`src/sv/fpsa_pkg.sv`:
```
// Shared types and codes for the fit-policy segment allocator.
// No dependencies; the allocator top level and its table RAM import it.
package fpsa_pkg;

	localparam int DEF_MAX_SEGMENTS = 64;
	localparam int DEF_ADDR_BITS    = 16;
	localparam int ID_BITS          = 16;
	localparam int REQ_BITS         = 17;
	localparam int CFG_DATA_BITS    = 17;
	localparam logic [ID_BITS-1:0] ID_LAST = '1;

	typedef enum logic [3:0] {
		S_INIT,
		S_IDLE,
		S_SCAN,
		S_SHIFT,
		S_SPLIT,
		S_ALLOC,
		S_MERGE,
		S_STATS,
		S_DONE
	} seq_state_t;

	typedef enum logic [1:0] {
		ST_OK      = 2'd0,
		ST_NO_FIT  = 2'd1,
		ST_UNKNOWN = 2'd2,
		ST_FULL    = 2'd3
	} status_t;

	typedef enum logic {
		OP_ALLOC = 1'b0,
		OP_FREE  = 1'b1
	} op_t;

	typedef enum logic [1:0] {
		POL_FIRST  = 2'd0,
		POL_BEST   = 2'd1,
		POL_WORST  = 2'd2,
		POL_UNUSED = 2'd3
	} policy_t;

	typedef enum logic {
		CFG_FIT_POLICY   = 1'b0,
		CFG_MEMORY_BYTES = 1'b1
	} cfg_index_t;

	// Read and write strobes of the segment table RAM.
	typedef struct packed {
		logic re;
		logic we;
	} ram_ctl_t;

endpackage

```
`src/sv/fpsa_table.sv`:
```
// Segment table storage: one write port and one read port with registered data.
// Uses fpsa_pkg for the port strobe struct.
module fpsa_table import fpsa_pkg::*; #(
	parameter int DEPTH = DEF_MAX_SEGMENTS,
	parameter int WIDTH = 50
) (
	input  logic                     clk,
	input  ram_ctl_t                 ctl,
	input  logic [$clog2(DEPTH)-1:0] waddr,
	input  logic [WIDTH-1:0]         wdata,
	input  logic [$clog2(DEPTH)-1:0] raddr,
	output logic [WIDTH-1:0]         rdata
);

	logic [WIDTH-1:0] mem [DEPTH];

	always_ff @(posedge clk) begin
		if (ctl.we) begin
			mem[waddr] <= wdata;
		end
		if (ctl.re) begin
			rdata <= mem[raddr];
		end
	end

endmodule

```
`src/sv/fit_policy_segment_allocator.sv`:
```
// Segment allocator with first, best and worst fit and coalescing on free.
// Uses fpsa_pkg and the fpsa_table RAM.
//
// Usage: an item on the input channel is an allocate (request_size bytes) or
// a free (release_id). Each item yields exactly one result item carrying a
// status, the block address, the granted id and the free-space statistics.
// The configuration channel writes the fit policy (index 0) or the managed
// size (index 1); writing the size rebuilds the table as one free segment.
// Each item runs a scan pass and then a statistics pass. An allocate that
// splits puts a shift pass (which moves the entries above the chosen one),
// a split write and an allocate write between them; one without a split
// puts only the allocate write there, a free of a known id puts a merge
// pass there, and a rejected allocate or an unknown id puts nothing there.
// The block takes one item at a time; in_ready is high only when idle.
// A finished result sits in the output register; the block returns to idle
// and takes the next item while that result waits, and only holds its next
// result until the receiver takes the earlier one.
// After reset the block writes the initial free segment, then goes idle.
module fit_policy_segment_allocator import fpsa_pkg::*; #(
	parameter int MAX_SEGMENTS = DEF_MAX_SEGMENTS,
	parameter int ADDR_BITS    = DEF_ADDR_BITS
) (
	input  logic                     clk,
	input  logic                     arst_n,
	input  logic                     cfg_valid,
	output logic                     cfg_ready,
	input  logic                     cfg_index,
	input  logic [CFG_DATA_BITS-1:0] cfg_data,
	input  logic                     in_valid,
	output logic                     in_ready,
	input  logic                     operation,
	input  logic [REQ_BITS-1:0]      request_size,
	input  logic [ID_BITS-1:0]       release_id,
	output logic                     out_valid,
	input  logic                     out_ready,
	output logic [1:0]               status,
	output logic [ADDR_BITS-1:0]     block_address,
	output logic [ID_BITS-1:0]       granted_id,
	output logic [ADDR_BITS:0]       free_bytes,
	output logic [ADDR_BITS:0]       max_free_size
);

	localparam int IDX  = (MAX_SEGMENTS > 1) ? $clog2(MAX_SEGMENTS) : 1;
	localparam int CNTW = $clog2(MAX_SEGMENTS + 1);
	localparam int SZW  = ADDR_BITS + 1;
	localparam int CW   = (SZW > REQ_BITS) ? SZW : REQ_BITS;
	localparam int EW   = ADDR_BITS + SZW + 1 + ID_BITS;
	localparam logic [CW-1:0]   CAP      = CW'(1) << ADDR_BITS;
	localparam logic [CNTW-1:0] CNT_FULL = CNTW'(MAX_SEGMENTS);

	typedef struct packed {
		logic [ADDR_BITS-1:0] start;
		logic [SZW-1:0]       size;
		logic                 used;
		logic [ID_BITS-1:0]   owner;
	} seg_t;

	seq_state_t state_q, state_d;

	logic            op_q;
	logic [CW-1:0]   req_q;
	logic [ID_BITS-1:0] rid_q;
	logic [1:0]      pol_q;
	logic [SZW-1:0]  mem_bytes_q;
	logic [CNTW-1:0] cnt_q;
	logic [ID_BITS-1:0] nid_q;

	logic            found_q;
	logic [IDX-1:0]  pick_q;
	logic [SZW-1:0]  pick_size_q;
	logic [ADDR_BITS-1:0] pick_start_q;

	logic [CNTW-1:0] rd_q;
	logic            v_s1;
	logic [IDX-1:0]  idx_s1;

	seg_t            pend_q;
	logic            pend_v_q;
	logic [IDX-1:0]  w_q;

	logic [SZW-1:0]  sum_q, max_q;
	logic [1:0]      res_status_q;
	logic [ADDR_BITS-1:0] res_addr_q;
	logic [ID_BITS-1:0]   res_gid_q;

	logic            out_valid_q;
	logic [1:0]      ost_q;
	logic [ADDR_BITS-1:0] oaddr_q;
	logic [ID_BITS-1:0]   ogid_q;
	logic [SZW-1:0]  ofree_q, olarge_q;

	ram_ctl_t        ctl;
	logic [IDX-1:0]  waddr;
	seg_t            wdata;
	logic [EW-1:0]   rdata;
	seg_t            e, e2;

	logic issue, pass_end, cfg_fire, in_fire, out_load;
	logic cand, better, split, merge_pair;
	logic [SZW-1:0]  cfg_clamped;
	logic [CW-1:0]   cfg_ext;

	assign e = seg_t'(rdata);

	// In the merge pass the released entry is seen as already free.
	always_comb begin
		e2 = e;
		if (idx_s1 == pick_q) begin
			e2.used  = 1'b0;
			e2.owner = '0;
		end
	end

	assign cfg_ready = (state_q == S_IDLE);
	assign in_ready  = (state_q == S_IDLE) && !cfg_valid;
	assign cfg_fire  = cfg_valid && cfg_ready;
	assign in_fire   = in_valid && in_ready;
	assign out_load  = (state_q == S_DONE) && (!out_valid_q || out_ready);

	always_comb begin
		cfg_ext = CW'(cfg_data);
		if (cfg_ext == '0) begin
			cfg_clamped = SZW'(1);
		end else if (cfg_ext > CAP) begin
			cfg_clamped = SZW'(CAP);
		end else begin
			cfg_clamped = SZW'(cfg_ext);
		end
	end

	always_comb begin
		unique case (state_q)
			S_SCAN, S_MERGE, S_STATS: issue = (rd_q < cnt_q);
			S_SHIFT:                  issue = (rd_q > CNTW'(pick_q));
			default:                  issue = 1'b0;
		endcase
	end
	assign pass_end = !issue && !v_s1;

	// Candidate test of the shared compare unit during the scan.
	assign cand = !e.used && (CW'(e.size) >= req_q);
	always_comb begin
		unique case (policy_t'(pol_q))
			POL_FIRST:  better = !found_q;
			POL_BEST:   better = !found_q || (e.size < pick_size_q);
			POL_WORST:  better = !found_q || (e.size > pick_size_q);
			default:    better = 1'b0;
		endcase
	end
	assign split      = CW'(pick_size_q) > req_q;
	assign merge_pair = !pend_q.used && !e2.used;

	// Table write port.
	always_comb begin
		ctl.re = issue;
		ctl.we = 1'b0;
		waddr  = '0;
		wdata  = '0;
		unique case (state_q)
			S_INIT: begin
				ctl.we     = 1'b1;
				wdata.size = mem_bytes_q;
			end
			S_IDLE: begin
				if (cfg_fire && cfg_index == CFG_MEMORY_BYTES) begin
					ctl.we     = 1'b1;
					wdata.size = cfg_clamped;
				end
			end
			S_SHIFT: begin
				ctl.we = v_s1;
				waddr  = idx_s1 + 1'b1;
				wdata  = e;
			end
			S_SPLIT: begin
				ctl.we      = 1'b1;
				waddr       = pick_q + 1'b1;
				wdata.start = pick_start_q + ADDR_BITS'(req_q);
				wdata.size  = pick_size_q - SZW'(req_q);
			end
			S_ALLOC: begin
				ctl.we      = 1'b1;
				waddr       = pick_q;
				wdata.start = pick_start_q;
				wdata.size  = SZW'(req_q);
				wdata.used  = 1'b1;
				wdata.owner = nid_q;
			end
			S_MERGE: begin
				waddr = w_q;
				wdata = pend_q;
				if (v_s1) begin
					ctl.we = pend_v_q && !merge_pair;
				end else if (!issue) begin
					ctl.we = 1'b1;
				end
			end
			default: ;
		endcase
	end

	fpsa_table #(
		.DEPTH (MAX_SEGMENTS),
		.WIDTH (EW)
	) u_table (
		.clk   (clk),
		.ctl   (ctl),
		.waddr (waddr),
		.wdata (wdata),
		.raddr (rd_q[IDX-1:0]),
		.rdata (rdata)
	);

	always_comb begin
		state_d = state_q;
		unique case (state_q)
			S_INIT: state_d = S_IDLE;
			S_IDLE: begin
				if (in_fire) begin
					state_d = S_SCAN;
				end
			end
			S_SCAN: begin
				if (pass_end) begin
					if (op_q == OP_ALLOC) begin
						if (!found_q || req_q == '0) begin
							state_d = S_STATS;
						end else if (split && cnt_q == CNT_FULL) begin
							state_d = S_STATS;
						end else if (split) begin
							state_d = S_SHIFT;
						end else begin
							state_d = S_ALLOC;
						end
					end else if (!found_q || rid_q == '0) begin
						state_d = S_STATS;
					end else begin
						state_d = S_MERGE;
					end
				end
			end
			S_SHIFT: begin
				if (pass_end) begin
					state_d = S_SPLIT;
				end
			end
			S_SPLIT: state_d = S_ALLOC;
			S_ALLOC: state_d = S_STATS;
			S_MERGE: begin
				if (pass_end) begin
					state_d = S_STATS;
				end
			end
			S_STATS: begin
				if (pass_end) begin
					state_d = S_DONE;
				end
			end
			S_DONE: begin
				if (out_load) begin
					state_d = S_IDLE;
				end
			end
			default: state_d = S_IDLE;
		endcase
	end

	always_ff @(posedge clk or negedge arst_n) begin
		if (!arst_n) begin
			state_q <= S_INIT;
		end else begin
			state_q <= state_d;
		end
	end

	always_ff @(posedge clk or negedge arst_n) begin
		if (!arst_n) begin
			op_q         <= OP_ALLOC;
			req_q        <= '0;
			rid_q        <= '0;
			pol_q        <= POL_FIRST;
			mem_bytes_q  <= SZW'(CAP);
			cnt_q        <= CNTW'(1);
			nid_q        <= ID_BITS'(1);
			found_q      <= 1'b0;
			pick_q       <= '0;
			pick_size_q  <= '0;
			pick_start_q <= '0;
			rd_q         <= '0;
			v_s1         <= 1'b0;
			idx_s1       <= '0;
			pend_q       <= '0;
			pend_v_q     <= 1'b0;
			w_q          <= '0;
			sum_q        <= '0;
			max_q        <= '0;
			res_status_q <= ST_OK;
			res_addr_q   <= '0;
			res_gid_q    <= '0;
			out_valid_q  <= 1'b0;
			ost_q        <= ST_OK;
			oaddr_q      <= '0;
			ogid_q       <= '0;
			ofree_q      <= '0;
			olarge_q     <= '0;
		end else begin
			v_s1   <= issue;
			idx_s1 <= rd_q[IDX-1:0];
			if (state_d != state_q) begin
				rd_q <= (state_d == S_SHIFT) ? cnt_q - 1'b1 : '0;
			end else if (issue) begin
				rd_q <= (state_q == S_SHIFT) ? rd_q - 1'b1 : rd_q + 1'b1;
			end

			if (out_load) begin
				out_valid_q <= 1'b1;
			end else if (out_ready) begin
				out_valid_q <= 1'b0;
			end

			unique case (state_q)
				S_INIT: begin
					cnt_q <= CNTW'(1);
					nid_q <= ID_BITS'(1);
				end
				S_IDLE: begin
					if (cfg_fire) begin
						if (cfg_index == CFG_FIT_POLICY) begin
							pol_q <= cfg_data[1:0];
						end else begin
							mem_bytes_q <= cfg_clamped;
							cnt_q       <= CNTW'(1);
							nid_q       <= ID_BITS'(1);
						end
					end
					if (in_fire) begin
						op_q         <= operation;
						req_q        <= CW'(request_size);
						rid_q        <= release_id;
						found_q      <= 1'b0;
						res_status_q <= ST_OK;
						res_addr_q   <= '0;
						res_gid_q    <= '0;
					end
				end
				S_SCAN: begin
					if (v_s1) begin
						if (op_q == OP_ALLOC) begin
							if (cand && better) begin
								found_q      <= 1'b1;
								pick_q       <= idx_s1;
								pick_size_q  <= e.size;
								pick_start_q <= e.start;
							end
						end else if (e.used && e.owner == rid_q && !found_q) begin
							found_q      <= 1'b1;
							pick_q       <= idx_s1;
							pick_start_q <= e.start;
						end
					end
					if (pass_end) begin
						if (op_q == OP_ALLOC) begin
							if (!found_q || req_q == '0) begin
								res_status_q <= ST_NO_FIT;
							end else if (split && cnt_q == CNT_FULL) begin
								res_status_q <= ST_FULL;
							end
						end else if (!found_q || rid_q == '0) begin
							res_status_q <= ST_UNKNOWN;
						end else begin
							res_addr_q <= pick_start_q;
						end
						pend_v_q <= 1'b0;
						w_q      <= '0;
					end
				end
				S_SPLIT: begin
					cnt_q <= cnt_q + 1'b1;
				end
				S_ALLOC: begin
					res_addr_q <= pick_start_q;
					res_gid_q  <= nid_q;
					nid_q      <= (nid_q == ID_LAST) ? ID_BITS'(1) : nid_q + 1'b1;
				end
				S_MERGE: begin
					if (v_s1) begin
						if (!pend_v_q) begin
							pend_q   <= e2;
							pend_v_q <= 1'b1;
						end else if (merge_pair) begin
							pend_q.size <= pend_q.size + e2.size;
						end else begin
							pend_q <= e2;
							w_q    <= w_q + 1'b1;
						end
					end else if (!issue) begin
						cnt_q <= CNTW'(w_q) + 1'b1;
					end
				end
				S_STATS: begin
					if (v_s1 && !e.used) begin
						sum_q <= sum_q + e.size;
						if (e.size > max_q) begin
							max_q <= e.size;
						end
					end
				end
				S_DONE: begin
					if (out_load) begin
						ost_q    <= res_status_q;
						oaddr_q  <= res_addr_q;
						ogid_q   <= res_gid_q;
						ofree_q  <= sum_q;
						olarge_q <= max_q;
					end
				end
				default: ;
			endcase

			if (state_d == S_STATS && state_q != S_STATS) begin
				sum_q <= '0;
				max_q <= '0;
			end
		end
	end

	assign out_valid     = out_valid_q;
	assign status        = ost_q;
	assign block_address = oaddr_q;
	assign granted_id    = ogid_q;
	assign free_bytes    = ofree_q;
	assign max_free_size = olarge_q;

endmodule

```
`config.mk`:
```
export PLATFORM = sky130hd
export DESIGN_NAME = fit_policy_segment_allocator
export DESIGN_NICKNAME = d
export VERILOG_FILES = /design/src/sv/fpsa_pkg.sv /design/src/sv/fpsa_table.sv /design/src/sv/fit_policy_segment_allocator.sv
export SDC_FILE = /design/constraint.sdc
export NUM_CORES = 2
export LEC_CHECK = 0
export BUFFER_PORTS_ARGS = -buffer_cell sky130_fd_sc_hd__buf_2
export CAP_MARGIN = 10
export CORE_MARGIN = 5
export CORE_UTILIZATION = 41
export DETAILED_ROUTE_END_ITERATION = 8
export PLACE_DENSITY = 0.54
export SLEW_MARGIN = 20
export SYNTH_ARGS = -nofsm -noshare
export SYNTH_HDL_FRONTEND = slang
export SYNTH_SLANG_ARGS = --single-unit
```
`constraint.sdc`:
```
create_clock -name clk -period 6.6 [get_ports clk]
set_clock_uncertainty 0.2 [all_clocks]
set_input_delay 0.99 -clock clk [delete_from_list [all_inputs] [get_ports clk]]
set_output_delay 0.99 -clock clk [all_outputs]
set_load 0.01 [all_outputs]
```
# == Word level (Yosys, flattened, before mapping) ==
# Memory sizes are Yosys's and may differ from the RTL's. A register that Yosys moved wholly into a read port is not among the register bits.
# Index checks and enable logic that the tools add are counted.
# totals
latch_bits,0
output_inout_bits,71
memories,1
input_bits,57
ramBits,3200
wordCells,245
romBits,0
reg_bits,328
# classes
n_shift,0
bitwise_logic,2
eq_ne,36
multipliers,0
muxes,87
reduce_logical,66
div_mod_pow,0
order_cmp,8
n_addsub,13
# memory_table
name,words,width,rd,rd_ports_with_merged_regs,wr,line,rtl
u_table.mem,64,50,1,1,1,fpsa_table.sv:15,logic [WIDTH-1:0] mem [DEPTH];
# op_table
op,count
2-to-1 mux 17 bit,13
2-to-1 mux 16 bit,11
one-hot mux 17 bit (6 select lines),1
one-hot mux 16 bit (3 select lines),2
one-hot mux 16 bit (4 select lines),1
2-to-1 mux 7 bit,8
greater-than comparator 17 bit,3
one-hot mux 17 bit (3 select lines),1
2-to-1 mux 50 bit,1
2-to-1 mux 6 bit,7
adder 17 bit,2
zero test 17 bit,2
one-hot mux 16 bit (2 select lines),1
one-hot mux 4 bit (8 select lines),1
2-to-1 mux 4 bit,7
one-hot mux 7 bit (4 select lines),1
AND reduction 5 bit,5
one-hot mux 6 bit (4 select lines),1
"== test 4 x 3 -> 1 bit, second input constant",5
"!= test 2 bit, second input constant",10
"adder 6 x 1 -> 6 bit, second input constant",3
AND reduction 3 bit,6
nonzero test 2 bit,9
>= comparator 17 bit,1
44 further kinds,110

# == Logic depth before layout (Yosys ltp) ==
# depth
depth_word,11
ltp_mapped,17
ltp_nobuf,14

# == Modules after synthesis ==
# Synthesis repeated with hierarchy kept, for this count alone.
# hier_totals
cells_unflattened,7164
area_unflattened_um2,142736.9
# by_module_without_submodules
mod,cells_per_inst,area_each_um2,seq_area_each_um2,instances
fpsa_table,5086,122861.6,97593.6,1
fit_policy_segment_allocator,2078,19875.3,8211.6,1

# == Worst setup path before layout ==
# Ideal clock, no wire load.
# synth_path
path_type,register to register
startpoint,reg rd_q[0]
endpoint,"mem u_table.mem[62][0], enable pin"
slack_ns,0.512
setup_time_ns,0.458
path_buffers,5
synth_period_minus_slack_ns,6.088
arrival_time_ns,5.430
path_stages_with_launch,16
t_required_ns,5.942
path_cell_list,dfrtp_1 > buf_2 > buf_2 > buf_2 > clkbuf_1 > inv_1 > ha_1 > nand3_1 > o221a_1 > or3_1 > buf_2 > a21oi_1 > nor3_1 > nor2b_1 > nand2_1 > nor2_1
# synth_via
elab_chain_cells,7
word_cells_on_any_way,8
classes_between,order compare (2); mux (6)
# synth_rtl
item,line,rtl
from (decl),fit_policy_segment_allocator.sv:73,logic [CNTW-1:0] rd_q;
from (signal assigned),fit_policy_segment_allocator.sv:310,rd_q <= (state_d == S_SHIFT) ? cnt_q - 1'b1 : '0;
from (signal assigned),fit_policy_segment_allocator.sv:312,rd_q <= (state_q == S_SHIFT) ? rd_q - 1'b1 : rd_q + 1'b1;
greater-than comparator 7 x 6 -> 1 bit / less-than comparator 7 bit (equally long branches),"fit_policy_segment_allocator.sv:134, fit_policy_segment_allocator.sv:133",
one-hot mux 1 bit (2 select lines) *,fit_policy_segment_allocator.sv:132,unique case (state_q)
2-to-1 mux 1 bit *,fit_policy_segment_allocator.sv:194,end else if (!issue) begin
2-to-1 mux 1 bit *,fit_policy_segment_allocator.sv:192,if (v_s1) begin
one-hot mux 1 bit (4 select lines) *,fit_policy_segment_allocator.sv:159,unique case (state_q)
2-to-1 mux 1 bit *,fpsa_table.sv:18,if (ctl.we) begin
2-to-1 mux 1 bit (not written as such) *,fpsa_table.sv:19,mem[waddr] <= wdata;
to (decl),fpsa_table.sv:15,
# Every way passes the cells marked *; elsewhere a longest branch is shown, timed or not.

# == Worst setup path in the final report ==
# layout_path
startpoint,reg rd_q[0]
endpoint,"mem u_table.mem[37][35], enable pin"
# Same word-level chain as after synthesis.

==> results.yml <==
run_status:
  run_status: "finished, final reports clean"
placement:
  placed_area_um2: 151000
  port_buffers: 127
  dp_hpwl_um: 230000
  gp_congestion: 0.853
logic_synthesis:
  ys_warn_count: 0
  syn_area_per_cell_um2: 21.3
  syn_area_um2: 142000
  synth-main-ff-cell: "edfxtp_1"
  synth_nets: 6891
  ys_seq_area_frac: 0.744
  ys_ff_latch: 3578
  synth_edf_count: 3250
  synth_cell_type_count: 84
  synth_cells: 6689
  synthArstFlopShare: 0.0917
floorplan:
  row_count: 216
  dieWidth_um: 599
  die_y_um: 599
  io_pins: 128
  coreArea_um2: 346000
  dieArea_um2: 359000
  initial_core_util: 0.411
cts:
  cts_buffer_depth: 4
  cts.sinks: 3578
  post-cts-setup-buffers: 0
  htreeDepth: 5
  clkLatencyLatePin_ns: 0.95
  cts-resized-gates: 0
  cts.clk_slew.worst_paths_ns: 0.06
  cts_tree: "done"
  cts_made_buffers: 375
  cts_root_buf: "clkbuf_16"
finish:
  layout-drive-gt1-share: 0.301
  synthToLayoutAreaGrowth_pct: 14.7
  fillCellCount: 28300
  layout_commonest_cell: "edfxtp_1"
  final_cell_area_um2: 163000
  finalNetCount: 7314
  mostFrequentLayoutCells: "edfxtp_1 (3250), mux4_2 (1039), clkbuf_16 (386)"
min_path:
  min_to: "req_q[15]"
  hold_path_class: "primary input to flip-flop"
  hold_start: "request_size[15]"
  hold_depth: 2
setup_path:
  r2r_start: "rd_q[0]"
  critPathRequiredTime_ns: 7.01
  arrival_ns: 5.62
  worst-r2r-cell-count: 11
  crit_type: "flip-flop to flip-flop"
  critPathLaunchType: "flip-flop"
  worst-path-max-fanout: 28
  slowest_delay_ns: 0.98
  path_cells: "inv_1 > ha_1 > nand3_1 > o221a_1 > or3_1 > a21oi_1 > nor3_1 > nor2_1 > nand2_1 > nor2_4 > buf_12"
  reg2reg_slack_ns: 1.39
  r2r_end: "u_table.mem[37][35]"
  cp-end-kind: "flip-flop"
  cp_slowest_cell: "nor2_4"
detailed_routing:
  vias: 71200
  firstDrtPassIters: 6
  wirelength_um: 407000
  drc_errors: 0
  via_per_inst: 5.93
  drtIter0Drc: 8732
  ant_nets: 0
  wl_per_cell_um: 33.9
sta:
  period_share: 0.789
  maxSlewViolCount: 0
  finalSetupViolCount: 0
  hold_viol_final: 0
  worst_slew_pin_slew_ns: 1.11
  min_period_ns: 5.21
  holdWs_ns: 0.0953
  tns_ns: 0
  fmax_ghz: 0.192
  slew_headroom: 0.258
  grt_setup_unrepaired: "false"
power_and_ir_drop:
  pwr-share-seq: 0.450
  p_comb_frac: 0.246
  switchingPower_uw: 21800
  leakage_uw: 0.0528
  power.total_uw: 69800
  power.share.switching: 0.312
  vdd_drop_max_mv: 0.372
  intPower_uw: 48000
  clockPowerShare: 0.303
  power_density_nw_per_um2: 428
global_route:
  grt_max_degree: 153
  grtUsageTotal: 0.225
  antenna_found_initial: 16
  grt-ovfl-total: 0
  grt_first_pass_wirelength_um: 569000
  grt_pass1_vias: 71300
run:
  drv_cap: 0
final cells by class:
type / instances / area, µm² / area share
multi-input combinational: 2701 / 35600 / 0.218
inverter: 87 / 333 / 0.00204
timing repair buffer: 369 / 3340 / 0.0205
antenna: 6 / 15.0 / 0.0000921
tap: 4578 / 5730 / 0.0351
clock inverter: 228 / 2250 / 0.0138
sequential: 3578 / 106000 / 0.649
clock buffer: 461 / 10000 / 0.0614
sequential cells by signal (all words and copies together), names as in the netlist, 7 cells and up:
register and flops:
max_free_size 17, u_table.rdata 50, rd_q 7, req_q 17, res_gid_q 16, granted_id 16, res_addr_q 16, nid_q 16
cnt_q 7, u_table.mem 3200, sum_q 17, max_q 17, mem_bytes_q 17, pend_q 50, block_address 16, rid_q 16
pick_start_q 16, free_bytes 17, pick_size_q 17
metal layers:
layer | wire [µm] | GRT usage | vias to the layer above
li1 | - | - | 28800
met1 | 173000 | 0.324 | 39000
met2 | 195000 | 0.360 | 2830
met3 | 29600 | 0.0385 | 506
met4 | 10100 | 0.0541 | 2
met5 | 13 | 0 | -
through the flow:
stage,utilization,cells,setup WS [ns]
floorplan,-,6689,0.512
finish,0.472,12000,1.39
detailed placement,0.436,11300,1.41
global placement,0.436,11300,1.37
global route,0.472,12000,1.19
CTS,0.472,12000,1.39
synthesized netlist by cell type (6+ instances only):
cell type / number / area [µm²]
a211o_1: 7 / 61.3
a211oi_1: 19 / 143
a21boi_0: 7 / 52.6
a21o_1: 32 / 240
a21oi_1: 91 / 455
a221oi_1: 6 / 52.6
a222oi_1: 15 / 150
a22o_1: 13 / 114
a22oi_1: 50 / 375
a31oi_1: 14 / 87.6
and2_1: 9 / 56.3
and3_1: 11 / 68.8
and4_1: 7 / 61.3
buf_1: 79 / 297
buf_2: 26 / 130
clkbuf_1: 217 / 815
dfrtp_1: 325 / 8130
edfxtp_1: 3250 / 97600
ha_1: 140 / 1750
inv_1: 85 / 319
mux2_2: 161 / 1810
mux2i_1: 38 / 380
mux4_2: 1039 / 23400
nand2_1: 332 / 1250
nand2b_1: 14 / 87.6
nand3_1: 35 / 175
nand4_1: 29 / 181
nor2_1: 187 / 702
nor2b_1: 19 / 119
nor3_1: 29 / 145
nor4_1: 20 / 125
o211ai_1: 8 / 60.1
o21a_1: 16 / 120
o21ai_0: 145 / 726
o21ai_1: 8 / 40.0
o21bai_1: 10 / 75.1
o31ai_1: 10 / 75.1
or3_1: 7 / 43.8
xnor2_1: 58 / 508
xor2_1: 41 / 359
power by group through the flow:
stage | sequential [µW] | combinational (µW) | clock [µW]
2_1_floorplan | 31400 | 10200 | 0
3_3_place_gp | 31800 | 16900 | 0
3_5_place_dp | 31900 | 17200 | 0
4_1_cts | 31400 | 17300 | 21600
5_1_grt | 31500 | 18400 | 22600
6_report | 31400 | 17200 | 21200
cell families after synthesis:
kind of cell,Yosys count,share of synthesized area
AO/OA/AOI/OAI,501,0.0231
buffers and inverters,410,0.0111
flip-flops,3578,0.744
AND/OR/NAND/NOR,718,0.0224
multiplexers,1238,0.180
adder cells (fa/ha/maj),145,0.0130
XOR/XNOR,99,0.00610
how the worst max path moves through the flow:
stage,cells after the start,endpoint,startpoint,slack [ns]
2_1_floorplan,15,u_table.mem[62][0],rd_q[0],0.51
3_3_place_gp,11,u_table.mem[31][12],state_q[2],1.37
3_5_place_dp,11,u_table.mem[31][0],rd_q[4],1.41
4_1_cts,11,u_table.mem[37][35],rd_q[4],1.39
5_1_grt,11,u_table.mem[37][35],rd_q[4],1.19
6_report,11,u_table.mem[37][35],rd_q[0],1.39
timing repair:
item | CTS | global route
endpoints found under the hold margin | 101 | 0
hold buffers | 6 | 0
endpoints found under the setup margin | 0 | 0
critical path, delay by kind of cell (launching register included):
kind	cells	cell delay [ns]
simple gates	6	2.51
buf+inv	2	0.38
flops	1	0.95
fa+ha+maj	1	0.30
compound gates	2	0.49
Note: power is estimated with default switching activity, not from simulation.
